## src/design/tss_ram.sv

```systemverilog
// generic single write port, single read port ram with registered read
// no dependencies
module tss_ram #(
    parameter int WIDTH = 32,
    parameter int DEPTH = 64
) (
    input  logic                     clk,
    input  logic                     we,
    input  logic [$clog2(DEPTH)-1:0] waddr,
    input  logic [WIDTH-1:0]         wdata,
    input  logic                     re,
    input  logic [$clog2(DEPTH)-1:0] raddr,
    output logic [WIDTH-1:0]         rdata
);

    logic [WIDTH-1:0] mem [DEPTH];

    always_ff @(posedge clk)
    begin
        if (we)
        begin
            mem[waddr] <= wdata;
        end
        if (re)
        begin
            rdata <= mem[raddr];
        end
    end

endmodule

```

## config.mk

```make
export PLATFORM = sky130hd
export DESIGN_NAME = tss_ram
export DESIGN_NICKNAME = d
export VERILOG_FILES = /design/src/design/tss_ram.sv
export SDC_FILE = /design/constraint.sdc
export NUM_CORES = 2
export LEC_CHECK = 0
export BUFFER_PORTS_ARGS = -buffer_cell sky130_fd_sc_hd__buf_2
export CORE_MARGIN = 3
export CORE_UTILIZATION = 50
export CTS_CLUSTER_SIZE = 8
export DETAILED_ROUTE_END_ITERATION = 8
export HOLD_SLACK_MARGIN = 0.15
export PLACE_DENSITY = 0.65
export SKIP_LAST_GASP = 1
export SYNTH_ARGS = -nofsm -noshare
export SYNTH_HDL_FRONTEND = slang
export SYNTH_SLANG_ARGS = --single-unit
```

## constraint.sdc

```tcl
create_clock -name clk -period 3.04 [get_ports clk]
set_input_delay 0 -clock clk [delete_from_list [all_inputs] [get_ports clk]]
set_output_delay 0 -clock clk [all_outputs]
set_load 0.01 [all_outputs]
```

==> flow_summary.ini <==
[yosys]
synth_nets = 3371
netlist_instances = 3324
seq_area_frac_synth_pct = 79.2
synth_seq_cells = 2080
synth.cell_area_um2 = 78800
ys_warn_count = 0
syn_avg_cell_area_um2 = 23.7
post_synth_num_cell_types = 33

[worst_setup_path]
critPathCaptureType = flip-flop
crit_type = in -> reg
critical_path.cell_chain = dlygate4sd3_1, buf_2, nand2_1, dlygate4sd3_1, nor2_4, dlygate4sd3_1, buf_12
path_buf_inv = 5
cpPeakStageDelay_ps = 1080
worstPathMaxFanout = 26
crit_top_cell = dlygate4sd3_1
crit_required_ps = 3580
critPathLaunchType = input port
slowest_stage = dlygate4sd3_1
path_delay_family = buffers and inverters
cp.arrival_ps = 3160

[sta]
relSlewSlack_pct = 14.7
finalHoldViolCount = 0
fin_crit_sh_pct = 86.2
tightest_slew_ps = 1280
max_freq_ghz = 0.382
rsz0062_at_grt = no
min_period_ps = 2620
fin_tns_setup_ps = 0
slew_viol_final = 0
finClkSkew_ps = 49.1
setup_viol = 0

[placed_design]
routabilityCongestion = 0.792
place_hpwl_um = 113000
port-buffer-count = 78

[finish]
area.growth.synth_to_final_pct = 17.3
drive_gt1_share_pct = 32.4
post-route-util_pct = 59.1
nets = 3852

[die]
fp.dieH_um = 403
fp.dieW_um = 403
num_rows = 145
initial_utilization_pct = 50.4
core-area_um2 = 156000
ios = 79
die-area_um2 = 162000

[global_routing]
grt_pass1_vias = 38900
antenna_found_initial = 10
grt.total_usage_pct = 25.3
overflow = 0
grt_pass1_wl_um = 290000
grt_max_degree = 65

[power]
p_total_mw = 64.1
p_per_area_nw_per_um2 = 693
leakagePower_nw = 29.2
max-vdd-ir-drop_uv = 534

[run_status]
outcome = completed

[clock_tree]
insertion_delay_ps = 900
clockBufferDepth = 4
cts_tree = yes
htreeDepth = 5
ctsResizeCount = 0
clk_pin_slew_ps = 50
root_buffer = clkbuf_16
cts_num_sinks = 2080
cts_made_buffers = 309

[detailed_routing]
wirelength_um = 203000
wl_per_cell_um = 34.5
postRouteAntennaNets = 0
firstDrtPassIters = 5
vias_per_cell = 6.50
drc = 0
vias = 38200
drtIter0Drc = 5259

[worst_hold_path]
min_path_type = in -> reg

[run]
maxCapViolCount = 0
stage by stage:
| step | worst slack, ps | hold slack (ps) | instance area [µm²] | cells |
|---|---|---|---|---|
| 2_1_floorplan | 388 | 98.9 | 78800 | 3324 |
| 3_3_place_gp | 71.8 | 453 | 84000 | 5501 |
| 3_5_place_dp | 66.8 | 461 | 84000 | 5501 |
| 4_1_cts | 531 | 234 | 92500 | 5873 |
| 5_1_grt | 435 | 341 | 92500 | 5874 |
| 6_report | 420 | 287 | 92500 | 5878 |
worst paths after layout:
check        depth (start not counted)  slack, ps                  from                   end
min reg2reg                          4        850  mem[13][4]$_DFFE_PP_    rdata[4]$_DFFE_PP_
max reg2reg                          5        550  mem[47][0]$_DFFE_PP_    rdata[0]$_DFFE_PP_
max                                  7        420              waddr[2]  mem[55][7]$_DFFE_PP_
min                                  5        290              raddr[2]   rdata[30]$_DFFE_PP_
placed cells by master (no fill, tap or decap), drive strengths merged:
cell type    count
edfxtp        2080
nand3            5
diode            5
clkinv           3
and3             4
or3              3
nor2           137
o221ai          27
nand4b           1
nand2b           8
nand3b           5
a21oi           62
or2              3
nand2           26
and2             2
dlygate4sd3     51
nor2b           15
inv              2
o22ai           84
mux4           544
buf            301
clkbuf         316
a41o             4
o32ai            4
nor3             7
nand4            2
a311oi           8
mux2i           93
or3b             5
a22oi           12
a31oi            1
registers in the layout, indices dropped and copies added (netlist names):
register  flops
mem        2048
rdata        32
cells by family (layout without fill, tap and decap cells):
family | Yosys count | after routing | synth area share [%]
buf+inv | 182 | 673 | 1.12
other cells | 0 | 5 | 0
mux | 637 | 637 | 16.7
simple gates | 223 | 223 | 1.26
flops | 2080 | 2080 | 79.2
compound gates | 202 | 202 | 1.67
what timing repair did:
| item | 4_1_cts | 5_1_grt |
|---|---|---|
| setup buffers | 0 | 0 |
| endpoints found under the hold margin | 2680 | 0 |
| hold buffers | 51 | 0 |
metal layers:
metal  track usage, %  share of wire, %
met4             6.97               2.4
met3             4.99               9.5
met5                0             0.013
met1             37.0                40
met2             39.7                48
power by group:
group / internal, mW / total (mW) / switching, mW
combinational: 1.19 / 2.97 / 1.78
sequential: 31.9 / 32.0 / 0.119
clock: 18.1 / 29.1 / 11.0
cell type report:
type / count / area [µm²]
diodes: 5 / 12.5
clock buffers: 316 / 7910
clock inverters: 5 / 66.3
fillers: 10800 / 63900
multi-input cells: 1062 / 16000
flip-flops and latches: 2080 / 62500
well taps: 2058 / 2570
repair buffers: 352 / 3460
worst min-delay path, delay by kind of cell:
family,cells,cell delay [ps]
AOI/OAI and AO/OA,2,460
muxes,1,210
and+or+nand+nor,1,100
buffers and inverters,1,200
cell usage after synthesis (all sizes together):
| library cell | count | area, µm² |
|---|---|---|
| nand4b | 1 | 8.76 |
| mux4 | 544 | 12300 |
| a311oi | 8 | 70.1 |
| a22oi | 12 | 90.1 |
| edfxtp | 2080 | 62500 |
| or2 | 3 | 18.8 |
| o22ai | 84 | 526 |
| buf | 108 | 608 |
| nand2 | 26 | 97.6 |
| nor3 | 7 | 35.0 |
| a21oi | 62 | 310 |
| o221ai | 27 | 236 |
| nand4 | 2 | 12.5 |
| a31oi | 1 | 6.26 |
| or3b | 5 | 43.8 |
| or3 | 3 | 18.8 |
| o32ai | 4 | 35.0 |
| nor2b | 15 | 93.8 |
| and3 | 4 | 25.0 |
| nor2 | 137 | 514 |
| a41o | 4 | 40.0 |
| clkbuf | 74 | 278 |
| mux2i | 93 | 931 |
| nand3 | 5 | 25.0 |
| nand2b | 8 | 50.1 |
| nand3b | 5 | 37.5 |
| and2 | 2 | 12.5 |
Note: power is estimated with default switching activity, not from simulation.
