<file path="src/design/tss_pkg.sv">
// shared types, constants and saturation helper for the tridiagonal solver
// no dependencies
package tss_pkg;

    localparam int MAX_ROWS  = 64;
    localparam int FRAC_BITS = 16;
    localparam int WORD_W    = 32;
    localparam int IDX_W     = $clog2(MAX_ROWS);
    localparam int CNT_W     = $clog2(MAX_ROWS + 1);
    localparam int PROD_W    = 2 * WORD_W;
    localparam int WIDE_W    = PROD_W + 2;
    localparam int NUM_W     = WORD_W + FRAC_BITS;

    typedef logic signed [WORD_W-1:0] word_t;
    typedef logic signed [WIDE_W-1:0] wide_t;

    localparam word_t WORD_MAX = {1'b0, {(WORD_W-1){1'b1}}};
    localparam word_t WORD_MIN = {1'b1, {(WORD_W-1){1'b0}}};

    function automatic word_t sat_word(input wide_t v);
        word_t res;
        if (v > WIDE_W'(WORD_MAX)) begin
            res = WORD_MAX;
        end
        else if (v < WIDE_W'(WORD_MIN)) begin
            res = WORD_MIN;
        end
        else begin
            res = v[WORD_W-1:0];
        end
        return res;
    endfunction

endpackage

</file>
<file path="src/design/tss_divider.sv">
// iterative restoring divider: sat((num * 2^FRAC_BITS) / den), truncated toward zero
// depends on tss_pkg
module tss_divider (
    input  logic          clk,
    input  logic          rst_n,
    input  logic          start,
    input  tss_pkg::word_t num,
    input  tss_pkg::word_t den,
    output logic          done,
    output tss_pkg::word_t quot
);
    import tss_pkg::*;

    localparam int ITER_W = $clog2(NUM_W + 1);

    logic                busy_reg, busy_next;
    logic [ITER_W-1:0]   iter_reg, iter_next;
    logic [NUM_W-1:0]    dq_reg, dq_next;
    logic [WORD_W:0]     rem_reg, rem_next;
    logic [WORD_W-1:0]   den_reg, den_next;
    logic                neg_reg, neg_next;
    logic                done_reg, done_next;
    word_t               quot_reg, quot_next;
    logic [WORD_W-1:0]   num_mag, den_mag;
    logic [WORD_W:0]     trial;
    logic [WORD_W:0]     diff;
    logic [NUM_W-1:0]    q_final;
    wide_t               q_signed;

    assign num_mag = num[WORD_W-1] ? (~num + 1'b1) : num;
    assign den_mag = den[WORD_W-1] ? (~den + 1'b1) : den;

    assign trial   = {rem_reg[WORD_W-1:0], dq_reg[NUM_W-1]};
    assign diff    = trial - {1'b0, den_reg};
    assign q_final = {dq_reg[NUM_W-2:0], ~diff[WORD_W]};
    assign q_signed = neg_reg ? -WIDE_W'(q_final) : WIDE_W'(q_final);

    always_comb
    begin
        busy_next = busy_reg;
        iter_next = iter_reg;
        dq_next   = dq_reg;
        rem_next  = rem_reg;
        den_next  = den_reg;
        neg_next  = neg_reg;
        done_next = 1'b0;
        quot_next = quot_reg;
        if (start)
        begin
            busy_next = 1'b1;
            iter_next = '0;
            dq_next   = {num_mag, {FRAC_BITS{1'b0}}};
            rem_next  = '0;
            den_next  = den_mag;
            neg_next  = num[WORD_W-1] ^ den[WORD_W-1];
        end
        else if (busy_reg)
        begin
            // one quotient bit per cycle
            if (!diff[WORD_W])
            begin
                rem_next = diff;
            end
            else
            begin
                rem_next = trial;
            end
            dq_next   = q_final;
            iter_next = iter_reg + 1'b1;
            if (iter_reg == ITER_W'(NUM_W - 1))
            begin
                busy_next = 1'b0;
                done_next = 1'b1;
                quot_next = sat_word(q_signed);
            end
        end
    end

    always_ff @(posedge clk or negedge rst_n)
    begin
        if (!rst_n)
        begin
            busy_reg <= 1'b0;
            done_reg <= 1'b0;
            iter_reg <= '0;
        end
        else
        begin
            busy_reg <= busy_next;
            done_reg <= done_next;
            iter_reg <= iter_next;
        end
    end

    always_ff @(posedge clk)
    begin
        dq_reg   <= dq_next;
        rem_reg  <= rem_next;
        den_reg  <= den_next;
        neg_reg  <= neg_next;
        quot_reg <= quot_next;
    end

    assign done = done_reg;
    assign quot = quot_reg;

endmodule

</file>
<file path="config.mk">
export PLATFORM = sky130hd
export DESIGN_NAME = tss_divider
export DESIGN_NICKNAME = d
export VERILOG_FILES = /design/src/design/tss_pkg.sv /design/src/design/tss_divider.sv
export SDC_FILE = /design/constraint.sdc
export NUM_CORES = 1
export LEC_CHECK = 0
export BUFFER_PORTS_ARGS = -buffer_cell sky130_fd_sc_hd__buf_4
export CORE_MARGIN = 2
export CORE_UTILIZATION = 35
export DETAILED_ROUTE_END_ITERATION = 8
export GPL_TIMING_DRIVEN = 0
export SYNTH_ARGS = -nofsm -noshare
export SYNTH_HDL_FRONTEND = slang
export SYNTH_SLANG_ARGS = --single-unit
</file>
<file path="constraint.sdc">
create_clock -name clk -period 8.5 [get_ports clk]
set_input_delay 0.85 -clock clk [delete_from_list [all_inputs] [get_ports clk]]
set_output_delay 0.85 -clock clk [all_outputs]
set_load 0.01 [all_outputs]
</file>
==> metrics.yaml <==
cp-start-kind: "flop"
via_per_inst: 5.24
avgSynthCellArea_um2: 9.40
synth_top_area_share: 0.295
first_global_vias: 7804
drtAntennaViolNets: 0
area_growth_pct: 18.9
cts_resized: 0
r2r_start: "den_reg[0]$_DFFE_PP_"
synth_edf_count: 97
cp_top_family: "compound AO/OA/AOI/OAI gates"
path_class: "reg2reg"
required_ns: 8.67
hp-class: "in2async"
wl_met2_um: 11600
critPathSlowestCell: "clkbuf_1"
drt-met1-wl_um: 11700
grtUsageTotal: 0.172
cts_buffers: 17
fin_nets: 1274
yosysMostFrequentCell: "nand2_1"
setup_tns_ns: 0
timing.hold.ws_ns: 0.219
cp_data_arrival_time_ns: 7.79
yosysUniqueCellTypes: 62
start_util: 0.356
grt_max_degree: 38
reg2reg_depth: 25
slowest_delay_ns: 0.57
drc_errors: 0
yosys_warnings: 0
crit_start: "den_reg[0]$_DFFE_PP_"
worst_slew_pin_slew_ns: 0.853
r2r-end: "quot[8]$_SDFFCE_PN1P_"
syn_inst: 1051
antenna_found_initial: 0
reg2reg_slack_ns: 0.88
rsz0062_at_grt: "no"
async_flop_share: 0.0523
critical_path_buf_inv_count: 4
fp.dieW_um: 172
wire_per_inst_um: 15.9
clock_skew_ns: 0.0122
p_leak_nw: 4.83
crit_end: "quot[8]$_SDFFCE_PN1P_"
cts_sinks: 153
cts-root-buf: "clkbuf_16"
stdcell_area_um2: 11700
crit_cells: 25
rows: 61
slew_headroom: 0.426
wl_met3_um: 995
grt_pass1_wl_um: 40000
endpoint_kind: "flop"
setup_viol: 0
dpl_cell_area_um2: 11100
synth_nets: 1155
dpl.hpwl_um: 18600
synthFlopType: "edfxtp_1"
worst_ir_drop_vdd_mv: 0.131
ys_seq_elements: 153
h-tree-depth: 4
fin_crit_sh: 0.897
post_cts_buffers: 0
drtPass1Iterations: 5
die_area_um2: 29600
synth_commonest_cells: "nand2_1 (99), edfxtp_1 (97), xnor2_1 (79)"
drt-initial-drc-count: 468
power.density_nw_per_um2: 233
hold_violations: 0
cts_hold_buf: 0
diodes: 0
die_y_um: 172
wirelength_um: 24700
drive_gt1_frac: 0.130
slew_violations: 0
status: "finished, final reports clean"
vias: 8187
critPathMaxFanout: 10
yosysTopAreaCell: "edfxtp_1"
core_area_um2: 27800
largest_register_ffs: 48
top_layer: "met4"
place_congestion: 0.897
clk_pin_slew_ns: 0.07
grt_overflow_total: 0
fin_crit_ns: 7.62
maxCapViolCount: 0
seq_area_frac_synth: 0.412
io_pins: 100
synth.cell_area_um2: 9880
synth_area_leaders: "edfxtp_1 (29%), dfxtp_1 (9.7%), xnor2_1 (7.0%)"
insertion_delay_ns: 0.45
clockBufferDepth: 2
fmax_mhz: 131
port_buffers: 99
cts_tree: "built"
[through the flow]
step | instances | power (W) | setup WS [ns] | util
floorplan | 1051 | 0.00166 | 2.77 | -
global placement | 1528 | 0.00192 | 0.989 | 0.400
detailed placement | 1528 | 0.00193 | 1.03 | 0.400
CTS | 1560 | 0.00276 | 0.953 | 0.422
global route | 1561 | 0.00291 | 0.294 | 0.423
finish | 1561 | 0.00274 | 0.879 | 0.423
[cells in the final DEF (no fill, tap or decap), drive strengths merged, types with 6 or more instances in the layout]
cell and n:
o31ai 28, buf 110, dfrtp 8, nand2b 19, clkbuf 57, o41ai 18
o21bai 6, a21o 25, a21oi 65, mux2i 19, a311oi 14, or2 8
xnor2 79, nor4 12, edfxtp 97, dfxtp 48, inv 58, or4 17
a22o 33, a31oi 12, nor2 66, nand4 8, and2 7, and3 7
or3 34, a211oi 11, nand2 99, nor3 18, ha 36, o21ai 63
xor2 47, nand3 9
[power breakdown]
part	switching, W	leakage (nW)	internal, W
Combinational	0.000566	3.06	0.000387
Clock	0.000347	0.311	0.000475
Sequential	0.0000780	1.46	0.000889
Total	0.000990	4.83	0.00175
[worst register-to-register path: stages, from the launching register on]
cell       delay [ns]
edfxtp_1         0.40
ha_1             0.23
fa_1             0.40
nand2b_1         0.18
a21oi_1          0.19
o21ai_0          0.25
o21a_1           0.26
o211ai_1         0.42
o311a_1          0.43
nand2_1          0.13
clkbuf_1         0.32
inv_2            0.30
clkbuf_1         0.57
ha_1             0.32
nand3b_1         0.22
or3_1            0.37
nor3_1           0.25
nand2_1          0.17
or3_1            0.37
o21ai_0          0.17
a31oi_1          0.12
nor4_2           0.31
o2111ai_1        0.21
o41ai_4          0.48
buf_6            0.21
a21oi_1          0.08
[worst min-delay path by stage]
| stage | startpoint | endpoint | slack, ns | depth (start not counted) |
|---|---|---|---|---|
| after CTS | rst_n | done$_DFF_PN0_ | 0.21 | 1 |
| final | rst_n | done$_DFF_PN0_ | 0.22 | 1 |
| after global placement | rem_reg[4]$_SDFFE_PP0P_ | rem_reg[4]$_SDFFE_PP0P_ | 0.48 | 2 |
| after detailed placement | rem_reg[4]$_SDFFE_PP0P_ | rem_reg[4]$_SDFFE_PP0P_ | 0.50 | 2 |
| after floorplan | rem_reg[2]$_SDFFE_PP0P_ | rem_reg[2]$_SDFFE_PP0P_ | 0.45 | 2 |
| after global routing | rst_n | done$_DFF_PN0_ | 0.21 | 1 |
[cell type report]
type | count | area [um2]
Fill cell | 2784 | 16000
Multi-Input combinational cell | 798 | 5410
Sequential cell | 153 | 4070
Timing Repair Buffer | 100 | 763
Tap cell | 378 | 473
Clock buffer | 17 | 425
Buffer | 50 | 213
Clock inverter | 15 | 201
Inverter | 50 | 188
[layer usage]
| metal | vias to the layer above | GRT usage |
|---|---|---|
| met1 | 3825 | 0.224 |
| met3 | 31 | 0.0268 |
| li1 | 4145 | - |
| met4 | 0 | 0.0577 |
| met2 | 186 | 0.290 |
| met5 | - | 0 |
[logic make-up (layout without fill, tap and decap cells)]
group / after synthesis / after routing / share of synthesized area
AND/OR/NAND/NOR: 317 / 317 / 0.162
AO/OA/AOI/OAI: 298 / 298 / 0.205
flip-flops: 153 / 153 / 0.412
XOR/XNOR: 126 / 126 / 0.112
buffers and inverters: 100 / 232 / 0.0405
adder cells (fa/ha/maj): 37 / 37 / 0.0476
multiplexers: 20 / 20 / 0.0204
No activity file was read; power rests on OpenSTA's default activity.
